===== config.mk =====
export PLATFORM = sky130hd
export DESIGN_NAME = scfl_front
export DESIGN_NICKNAME = d
export VERILOG_FILES = /design/src/sv/scfl_pkg.sv /design/src/sv/scfl_front.sv
export SDC_FILE = /design/constraint.sdc
export NUM_CORES = 1
export LEC_CHECK = 0
export ABC_AREA = 0
export BUFFER_PORTS_ARGS = -buffer_cell sky130_fd_sc_hd__buf_2
export CORE_ASPECT_RATIO = 0.75
export CORE_MARGIN = 8
export CORE_UTILIZATION = 51
export CTS_CLUSTER_SIZE = 8
export DETAILED_ROUTE_END_ITERATION = 10
export PLACE_DENSITY = 0.79
export SYNTH_ARGS = -nofsm -noshare
export SYNTH_HDL_FRONTEND = slang
export SYNTH_SLANG_ARGS = --single-unit

===== constraint.sdc =====
create_clock -name clk -period 4.2 [get_ports clk]
set_input_delay 0.21 -clock clk [delete_from_list [all_inputs] [get_ports clk]]
set_output_delay 0.21 -clock clk [all_outputs]
set_load 0.01 [all_outputs]

===== src/sv/scfl_pkg.sv =====
package scfl_pkg;

	localparam int NUM_CLASSES = 6;
	localparam int STACK_DEPTH = 64;
	localparam int ADDR_WIDTH  = 32;
	localparam int SIZE_WIDTH  = 16;
	localparam int CLS_W       = 3;
	localparam int FILL_W      = $clog2(STACK_DEPTH + 1);
	localparam int MEM_DEPTH   = NUM_CLASSES * STACK_DEPTH;
	localparam int MEM_AW      = $clog2(MEM_DEPTH);
	localparam int CMD_Q_DEPTH = 4;
	localparam int CMD_Q_AW    = $clog2(CMD_Q_DEPTH);
	localparam int RES_Q_DEPTH = 4;
	localparam int RES_Q_AW    = $clog2(RES_Q_DEPTH);

	localparam logic [CLS_W-1:0] OVERSIZE_CLASS = 3'd6;

	localparam logic REQ_ALLOC   = 1'b0;
	localparam logic REQ_RELEASE = 1'b1;

	localparam logic [1:0] ST_REUSE = 2'd0;
	localparam logic [1:0] ST_FRESH = 2'd1;
	localparam logic [1:0] ST_KEPT  = 2'd2;
	localparam logic [1:0] ST_HEAP  = 2'd3;

	typedef struct packed {
		logic                  is_release;
		logic [CLS_W-1:0]      cls;
		logic [SIZE_WIDTH-1:0] size;
		logic [ADDR_WIDTH-1:0] addr;
	} cmd_t;

	typedef struct packed {
		logic [1:0]            status;
		logic [ADDR_WIDTH-1:0] block_address;
		logic [SIZE_WIDTH-1:0] fresh_size;
		logic [CLS_W-1:0]      size_class;
	} result_t;

	function automatic logic [SIZE_WIDTH-1:0] class_slots(input logic [CLS_W-1:0] c);
		logic [SIZE_WIDTH-1:0] slots;
		unique case (c)
			3'd0: slots = SIZE_WIDTH'(4);
			3'd1: slots = SIZE_WIDTH'(16);
			3'd2: slots = SIZE_WIDTH'(64);
			3'd3: slots = SIZE_WIDTH'(128);
			3'd4: slots = SIZE_WIDTH'(256);
			3'd5: slots = SIZE_WIDTH'(512);
			default: slots = '0;
		endcase
		return slots;
	endfunction

	function automatic logic [CLS_W-1:0] class_of(input logic [SIZE_WIDTH-1:0] size);
		logic [CLS_W-1:0] cls;
		cls = OVERSIZE_CLASS;
		for (int c = NUM_CLASSES - 1; c >= 0; c--) begin
			if (size <= class_slots(CLS_W'(c))) begin
				cls = CLS_W'(c);
			end
		end
		return cls;
	endfunction

endpackage


===== src/sv/scfl_front.sv =====
module scfl_front (
	input  logic                                 clk,
	input  logic                                 arst_n,
	input  logic                                 push,
	output logic                                 full,
	input  logic                                 req_type,
	input  logic [14:0]                          template_count,
	input  logic [14:0]                          arg_count,
	input  logic [scfl_pkg::SIZE_WIDTH-1:0]      release_size,
	input  logic [scfl_pkg::ADDR_WIDTH-1:0]      release_address,
	output logic                                 cmd_valid,
	output scfl_pkg::cmd_t                       cmd,
	input  logic                                 cmd_ready
);

	scfl_pkg::cmd_t entries_q [scfl_pkg::CMD_Q_DEPTH];
	scfl_pkg::cmd_t cmd_in;
	logic [scfl_pkg::CMD_Q_AW-1:0] wr_ptr_q;
	logic [scfl_pkg::CMD_Q_AW-1:0] rd_ptr_q;
	logic [scfl_pkg::CMD_Q_AW:0]   count_q;
	logic [scfl_pkg::SIZE_WIDTH-1:0] need;
	logic push_ok;
	logic pop_ok;

	// The two 15-bit counts cannot overflow the 16-bit size field.
	assign need = scfl_pkg::SIZE_WIDTH'({1'b0, template_count})
		+ scfl_pkg::SIZE_WIDTH'({1'b0, arg_count});

	always_comb begin
		cmd_in.is_release = (req_type == scfl_pkg::REQ_RELEASE);
		cmd_in.size       = cmd_in.is_release ? release_size : need;
		cmd_in.cls        = scfl_pkg::class_of(cmd_in.size);
		cmd_in.addr       = release_address;
	end

	assign full      = (count_q == (scfl_pkg::CMD_Q_AW + 1)'(scfl_pkg::CMD_Q_DEPTH));
	assign cmd_valid = (count_q != '0);
	assign cmd       = entries_q[rd_ptr_q];
	assign push_ok   = push && !full;
	assign pop_ok    = cmd_valid && cmd_ready;

	always_ff @(posedge clk or negedge arst_n) begin
		if (!arst_n) begin
			wr_ptr_q <= '0;
			rd_ptr_q <= '0;
			count_q  <= '0;
		end else begin
			if (push_ok) begin
				wr_ptr_q <= (wr_ptr_q == scfl_pkg::CMD_Q_AW'(scfl_pkg::CMD_Q_DEPTH - 1)) ?
					'0 : wr_ptr_q + 1'b1;
			end
			if (pop_ok) begin
				rd_ptr_q <= (rd_ptr_q == scfl_pkg::CMD_Q_AW'(scfl_pkg::CMD_Q_DEPTH - 1)) ?
					'0 : rd_ptr_q + 1'b1;
			end
			if (push_ok && !pop_ok) begin
				count_q <= count_q + 1'b1;
			end else if (pop_ok && !push_ok) begin
				count_q <= count_q - 1'b1;
			end
		end
	end

	always_ff @(posedge clk) begin
		if (push_ok) begin
			entries_q[wr_ptr_q] <= cmd_in;
		end
	end

endmodule


Word-level counts from Yosys, hierarchy flattened:

Memory sizes are Yosys's and may differ from the RTL's.
Index checks and enable logic that the tools add are counted.

* bits in read-only memories: 0
* output and inout bits: 54
* memories kept: 1
* RAM bits: 208
* register bits: 7
* latch bits: 0

Memories
* entries_q: depth 4, bits a word 52, read ports 1, clocked after memory_dff 0, wr ports 1, RTL line scfl_front.sv:16 `scfl_pkg::cmd_t entries_q [scfl_pkg::CMD_Q_DEPTH];`

* equality and inequality tests: 3
* order comparisons: 6
* add/subtract/negate cells: 5
* multiply operators: 0
* reductions and logical operators: 9
* bitwise logic cells: 0
* div/mod/pow operators: 0
* shifts and indexed selects: 0
* multiplexer cells: 13

Operators by type and width (count)
* 3-bit two-way mux: 6
* 15-bit by 15-bit adder with 16-bit output: 1
* 16-bit by 10-bit <= comparator with 1-bit output, second input constant: 1
* 16-bit by 3-bit <= comparator with 1-bit output, second input constant: 1
* 16-bit by 5-bit <= comparator with 1-bit output, second input constant: 1
* 16-bit by 7-bit <= comparator with 1-bit output, second input constant: 1
* 16-bit by 8-bit <= comparator with 1-bit output, second input constant: 1
* 16-bit by 9-bit <= comparator with 1-bit output, second input constant: 1
* 16-bit two-way mux: 1
* 2-bit two-way mux: 4
* 2-bit by 1-bit adder with 2-bit output, second input constant: 2
* 2-bit == test, second input constant: 2
* 1-bit logical AND: 4
* 3-bit by 1-bit adder with 3-bit output, second input constant: 1
* 3-bit == test, second input constant: 1
* 1-bit zero test: 3
* 3-bit nonzero test: 1
* 3-bit by 1-bit subtractor with 3-bit output, second input constant: 1
* 1-bit two-way mux: 2
* 2-bit nonzero test: 1

Logic depth before layout (Yosys ltp):

Gate-level depths: netlist of the first run.

* word-level depth: 9
* mapped depth: 11
* mapped depth without buffers: 11

Least setup slack after synthesis of the first run:

No wires, ideal clock.

* kind: input to register
* start point: input template_count[0]
* end point: memory entries_q[0][50] (netlist name) (data pin)
* setup slack: 1.368 ns
* arrival time: 2.546 ns
* stages: 11
* path through: ha_1 > inv_1 > fa_1 > nor2b_1 > o31a_4 > o2111ai_2 > a21oi_1 > a311oi_1 > nand3b_1 > a211o_1 > or4_1

RTL lines
* start: declaration: RTL line scfl_front.sv:7 `input logic [14:0] template_count,`
* end: declaration: RTL line scfl_front.sv:16

==> results of run 1 <==
[cells in the mapped netlist, drive strengths merged, types with 6 or more instances]
cell type  number
a21o            6
a21oi          16
and2            6
buf            12
clkbuf          8
dfrtp           7
edfxtp        208
ha             21
inv            15
mux4           52
nand2          20
nor2           14
o211ai          7
o21ai          13
[cell type report]
type | instances | share of cell area
Timing Repair Buffer | 178 | 0.0965
Tap cell | 242 | 0.0271
Multi-Input combinational cell | 230 | 0.223
Inverter | 15 | 0.00504
Sequential cell | 215 | 0.575
Clock inverter | 1 | 0.00269
Clock buffer | 40 | 0.0706
[flip-flops by register name, indices dropped and copies added, names as in the netlist]
register   flops
entries_q    208
wr_ptr_q       2
rd_ptr_q       2
count_q        3
[placed cells by master, fill, tap and decap left out, types with 4 or more instances in the layout]
cell type / count
a21o_1: 5
edfxtp_1: 208
buf_4: 9
ha_1: 21
inv_1: 14
nor3_1: 5
xor2_1: 5
dlygate4sd3_1: 33
a31oi_1: 4
nor2_1: 14
clkbuf_16: 30
o211ai_1: 7
mux2i_1: 4
nand3_1: 4
o21ai_0: 11
dfrtp_1: 5
buf_2: 136
mux2_2: 4
mux4_2: 52
and2_2: 4
clkbuf_1: 10
nand2_1: 20
a21oi_1: 16
[routing by layer]
layer	part of all wire	up-vias	track usage	routed length [um]
li1	-	2348	-	-
met1	0.43	2650	0.227	8030
met2	0.49	221	0.281	9190
met3	0.076	22	0.0395	1430
met4	0.012	0	0.0397	223
met5	0	-	0	0
[metrics by stage]
step	setup slack, ns	hold WS [ns]	power, mW	instances
finish	1.49	0.0612	7.18	921
global route	1.30	0.0598	7.54	921
global placement	1.11	0.0457	5.09	847
detailed placement	1.00	0.0555	5.17	847
floorplan	1.37	-0.0856	4.37	480
CTS	1.37	0.0461	7.29	921
[power by group through the flow]
stage	Clock, mW	Combinational (mW)	Sequential, mW
6_report	2.07	1.94	3.17
3_5_place_dp	0	1.94	3.23
4_1_cts	2.12	1.98	3.19
2_1_floorplan	0	1.39	2.97
3_3_place_gp	0	1.90	3.19
5_1_grt	2.21	2.10	3.23
[repair_timing]
action | CTS | global route
setup endpoints to repair | 0 | 0
hold buffers | 33 | 0
hold endpoints to repair | 135 | 0
buffers inserted | 0 | 0
[final timing paths]
| path | slack [ns] | to | startpoint |
|---|---|---|---|
| max | 1.49 | cmd[49] | rd_ptr_q[0] |
| min in group clk | 0.10 | entries_q[0][46] | release_size[14] |
| max reg2reg | 1.70 | entries_q[3][11] | count_q[2] |
| min | 0.06 | wr_ptr_q[0] | arst_n |
| max in group asynchronous | 3.95 | rd_ptr_q[0] | arst_n |
| min reg2reg | 0.50 | count_q[2] | count_q[2] |
[worst reg2reg max path: cells and delay by family, from the launching register on]
family / cells / cell delay (ns)
buffers and inverters: 1 / 0.35
DFF: 1 / 0.39
and+or+nand+nor: 3 / 1.46
[kinds of logic (layout without fill, tap and decap cells)]
logic type,count (synthesis),in the layout,share of synthesized area
and+or+nand+nor,68,68,0.0382
DFF,215,215,0.710
xor gates and xnor gates,7,7,0.00677
adders and majority gates,23,23,0.0335
AOI/OAI and AO/OA,72,72,0.0574
buffers and inverters,35,234,0.0159
muxes,60,60,0.139
==> flow_metrics.tcl, run 1 <==
set metrics [dict create \
    num_antenna_cells 0 \
    synthTopCellsByArea "edfxtp_1 (69%), mux4_2 (13%), ha_1 (2.9%), dfrtp_1 (1.9%), a21oi_1 (0.88%)" \
    die_area_sq_um 22300 \
    crit_family "flip-flops" \
    grt_pass1_wl_um 30400 \
    post-route-min-period_ns 2.71 \
    maxCapViolations 0 \
    port_buffers 136 \
    seqCellArea_sq_um 6430 \
    syn_nets 586 \
    viasPerCell 5.69 \
    synth_top_area_frac 0.690 \
    timing.final.crit_share 0.646 \
    path_max_fanout 55 \
    ir_drop_mv 0.360 \
    p_int_mw 5.09 \
    p_sw_mw 2.09 \
    finalSetupViolations 0 \
    yosys_warnings 0 \
    synth-seq-area-share 0.710 \
    cp.depth 2 \
    overflow 0 \
    start_util 0.517 \
    seqPwrFrac 0.441 \
    start_kind "flip-flop" \
    post_drt_wl_per_cell_um 20.5 \
    wl_um 18900 \
    cts_sinks 215 \
    postRouteAntennaNets 0 \
    die_x_um 170 \
    rsz0062_at_grt "no" \
    cts.htree.levels 1 \
    endpoint_kind "primary output" \
    cp.arrival_ns 2.50 \
    slew_headroom 0.284 \
    pin_count 137 \
    cp_cell_sequence "mux4_2, buf_2" \
    syn_inst 480 \
    dr.pass1.iters 5 \
    cts_tree "done" \
    synth.distinct_cells 59 \
    clock_skew_ns 0.0158 \
    multi_input_area_sq_um 2490 \
    ys_ff_latch 215 \
    die_y_um 131 \
    placed_cell_area_sq_um 10000 \
    syn_area_sq_um 9050 \
    grt_max_degree 56 \
    drc 0 \
    switching_share 0.292 \
    clkLatencyLatePin_ns 0.53 \
    power.clock.fraction 0.289 \
    synth_edf_count 208 \
    dp_hpwl_um 12300 \
    critPathKind "reg2out" \
    antenna_found_initial 0 \
    max_freq_mhz 369 \
    numCtsBuffers 30 \
    cp_slowest_cell "dfrtp_4" \
    status "complete, no violations" \
    cts_buffer_depth 3 \
    core_area_sq_um 17500 \
    syn_avg_cell_area_sq_um 18.9 \
    drive_gt1_frac 0.370 \
    layout.nets 776 \
    clk_pin_slew_ns 0.05 \
    final_util 0.638 \
    ys.flop_type "edfxtp_1" \
    rows 42 \
    first_global_vias 5747 \
    power_leakage_nw 4.02 \
    postLayoutCellArea_sq_um 11200 \
    drtIter0Drc 418 \
    tightest_slew_ns 1.07 \
    worst-r2r-cell-count 4 \
    combPwrFrac 0.270 \
    ctsResizeCount 0 \
    hp-class "in2async" \
    report.final.slew_viol_count 0 \
    power_density_nw_per_um2 643 \
    hold_viol 0 \
    syn_to_final_growth_pct 23.4 \
    async_flop_share 0.0326 \
    routabilityCongestion 0.883 \
    worst_ep_required_time_ns 3.99 \
    cpPeakStageDelay_ns 1.13 \
    tns_ns 0 \
    cts_root_buffer "clkbuf_16" \
    vias 5241 \
    fillCellCount 1204 \
    path_buf_inv 1 \
    synth_largest_area_cell "edfxtp_1" \
    grt_usage 0.171 \
]
Note: power is estimated with default switching activity, not from simulation.
==> run 2, diff against run 1 <==
Settings changed: ABC_AREA 0 to 1, PLACE_DENSITY 0.79 to 0.78.
Clock period 4.2 ns to 2.84 ns, I/O delays scaled along.
==> flow_metrics.tcl, run 2 <==
set metrics [dict create \
    synth_edf_count 208 \
    yosysMostFrequentCell "edfxtp_1" \
    switching_share 0.346 \
    timing.final.crit_share 0.899 \
    finalSetupViolations 0 \
    drc 0 \
    path_buf_inv 3 \
    cts_sinks 215 \
    mostFrequentLayoutCells "edfxtp_1 (208), buf_2 (136), nor2_1 (125)" \
    clkLatencyLatePin_ns 0.53 \
    async_flop_share 0.0326 \
    status "complete, no violations" \
    path_max_fanout 105 \
    cts_tree "done" \
    tightest_slew_ns 0.507 \
    postCtsSetupBuffers 0 \
    synth_top_area_frac 0.652 \
    rsz0062_at_grt "no" \
    synth.distinct_cells 35 \
    die_y_um 135 \
    vias 6818 \
    endpoint_kind "primary output" \
    layout.nets 1130 \
    reg2reg_slack_ns 0.67 \
    cpPeakStageDelay_ns 0.68 \
    rr_endpoint "entries_q[3][25]" \
    seqCellArea_sq_um 6430 \
    clk_pin_slew_ns 0.05 \
    hold_start "release_size[13]" \
    combPwrFrac 0.331 \
    syn_area_sq_um 9590 \
    overflow 0 \
    placed_cell_area_sq_um 10600 \
    cts_root_buffer "clkbuf_16" \
    top_register "entries_q" \
    r2r_start "count_q[2]" \
    min_delay_path_depth 3 \
    report.final.slew_viol_count 0 \
    maxCapViolations 0 \
    die_x_um 174 \
    port_buffers 136 \
    postRouteAntennaNets 0 \
    hp-class "in2reg" \
    dr.pass1.iters 5 \
    tns_ns 0 \
    dp_hpwl_um 13600 \
    largest_reg_flops 208 \
    cts_buffer_depth 3 \
    postLayoutCellArea_sq_um 11800 \
    core_area_sq_um 18500 \
    max_freq_mhz 392 \
    p_int_mw 7.40 \
    ir_drop_mv 0.777 \
    die_area_sq_um 23500 \
    synthTopCellsByArea "edfxtp_1 (65%), o21ai_0 (5.7%), nor2_1 (5.1%), nand2_1 (4.2%), o22ai_1 (3.4%)" \
    num_antenna_cells 0 \
    final_common_cell "edfxtp_1" \
    pin_count 137 \
    post-route-min-period_ns 2.55 \
    viasPerCell 5.31 \
    grt_pass1_wl_um 34300 \
    fillCellCount 1408 \
    worst_ep_required_time_ns 2.70 \
    syn_nets 949 \
    seqPwrFrac 0.395 \
    routabilityCongestion 0.860 \
    syn_avg_cell_area_sq_um 11.4 \
    crit_family "buffers and inverters" \
    cts.htree.levels 1 \
    numCtsBuffers 30 \
    hold_viol 0 \
    reg_top3 "entries_q (208), count_q (3)" \
    slew_headroom 0.662 \
    wl_um 21600 \
    ys.flop_type "edfxtp_1" \
    drtIter0Drc 552 \
    whs_ns 0.0426 \
    rows 43 \
    power.clock.fraction 0.273 \
    start_util 0.519 \
    syn_to_final_growth_pct 23.0 \
    clock_skew_ns 0.0233 \
    ys_ff_latch 215 \
    ctsResizeCount 0 \
    grt_usage 0.178 \
    syn_inst 843 \
    synth_common_cells "edfxtp_1 (208), nor2_1 (129), o21ai_0 (109), nand2_1 (106), inv_1 (64)" \
    cp.arrival_ns 2.41 \
    holdPathEnd "entries_q[2][45]" \
    critPathKind "reg2out" \
    post_drt_wl_per_cell_um 16.8 \
    multi_input_area_sq_um 2790 \
    power_density_nw_per_um2 960 \
    drive_gt1_frac 0.227 \
    antenna_found_initial 0 \
    first_global_vias 6526 \
    synth_largest_area_cell "edfxtp_1" \
    worst-r2r-cell-count 6 \
    yosys_warnings 0 \
    cp_slowest_cell "dfrtp_4" \
    synth-seq-area-share 0.670 \
    p_sw_mw 3.91 \
    power_leakage_nw 4.59 \
    grt_max_degree 106 \
    start_kind "flip-flop" \
    final_util 0.639 \
    power_mw 11.3 \
    cp_cell_sequence "inv_2, buf_12, o21ai_0, o22ai_1, buf_2" \
]
==> run 2: per-stage QoR <==
stage / setup WS (ns) / instances
6_report: 0.287 / 1285
5_1_grt: 0.159 / 1285
4_1_cts: 0.295 / 1285
3_5_place_dp: 0.206 / 1202
3_3_place_gp: 0.352 / 1202
2_1_floorplan: -0.686 / 843
==> run 2: how the worst max path moves through the flow <==
stage	start	endpoint	slack, ns	cells after the start
final	rd_ptr_q[0]	cmd[38]	0.29	5
after floorplan	count_q[2]	entries_q[0][0]	-0.69	5
after global routing	rd_ptr_q[0]	cmd[38]	0.16	5
after global placement	template_count[0]	entries_q[2][49]	0.35	17
after CTS	rd_ptr_q[0]	cmd[38]	0.29	5
after detailed placement	template_count[0]	entries_q[0][49]	0.21	17
==> run 2: timing repair <==
| item | 4_1_cts | 5_1_grt |
|---|---|---|
| endpoints found under the hold margin | 145 | 0 |
| setup endpoints to repair | 0 | 0 |
| hold buffers | 37 | 0 |
==> run 2: final cells by class <==
type                            instances  area share
Clock buffer                           45      0.0684
Clock inverter                          1     0.00138
Inverter                               68      0.0216
Multi-Input combinational cell        524       0.236
Sequential cell                       215       0.545
Tap cell                              247      0.0262
Timing Repair Buffer                  185       0.101
==> run 2: power by group through the flow <==
stage | clock network [mW] | logic [mW] | registers [mW]
3_5_place_dp | 0 | 3.74 | 4.54
6_report | 3.09 | 3.75 | 4.48
3_3_place_gp | 0 | 3.67 | 4.51
4_1_cts | 3.14 | 3.79 | 4.48
2_1_floorplan | 0 | 2.32 | 4.42
5_1_grt | 3.27 | 4.17 | 4.53
==> run 2: layer usage <==
metal  part of all wire  up-vias  track usage
li1                   -     3346            -
met1               0.46     3221        0.252
met2               0.45      226        0.282
met3              0.071       25       0.0399
met4              0.012        0       0.0336
met5                  0        -            0
==> run 2: cell families (layout without fill, tap and decap cells) <==
family | after synthesis | after routing | share of synthesized area
simple gates | 317 | 317 | 0.149
flops | 215 | 215 | 0.670
compound gates | 180 | 180 | 0.103
buf+inv | 104 | 299 | 0.0424
fa+ha+maj | 23 | 23 | 0.0316
xor+xnor | 3 | 3 | 0.00274
mux | 1 | 1 | 0.00117
==> run 2: worst reg2reg max path, stage by stage, from the launching register on <==
cell	delay [ns]
dfrtp_1	0.36
inv_1	0.10
nor3_1	0.07
nor2_1	0.36
inv_1	0.29
nor2_4	0.16
buf_4	0.44
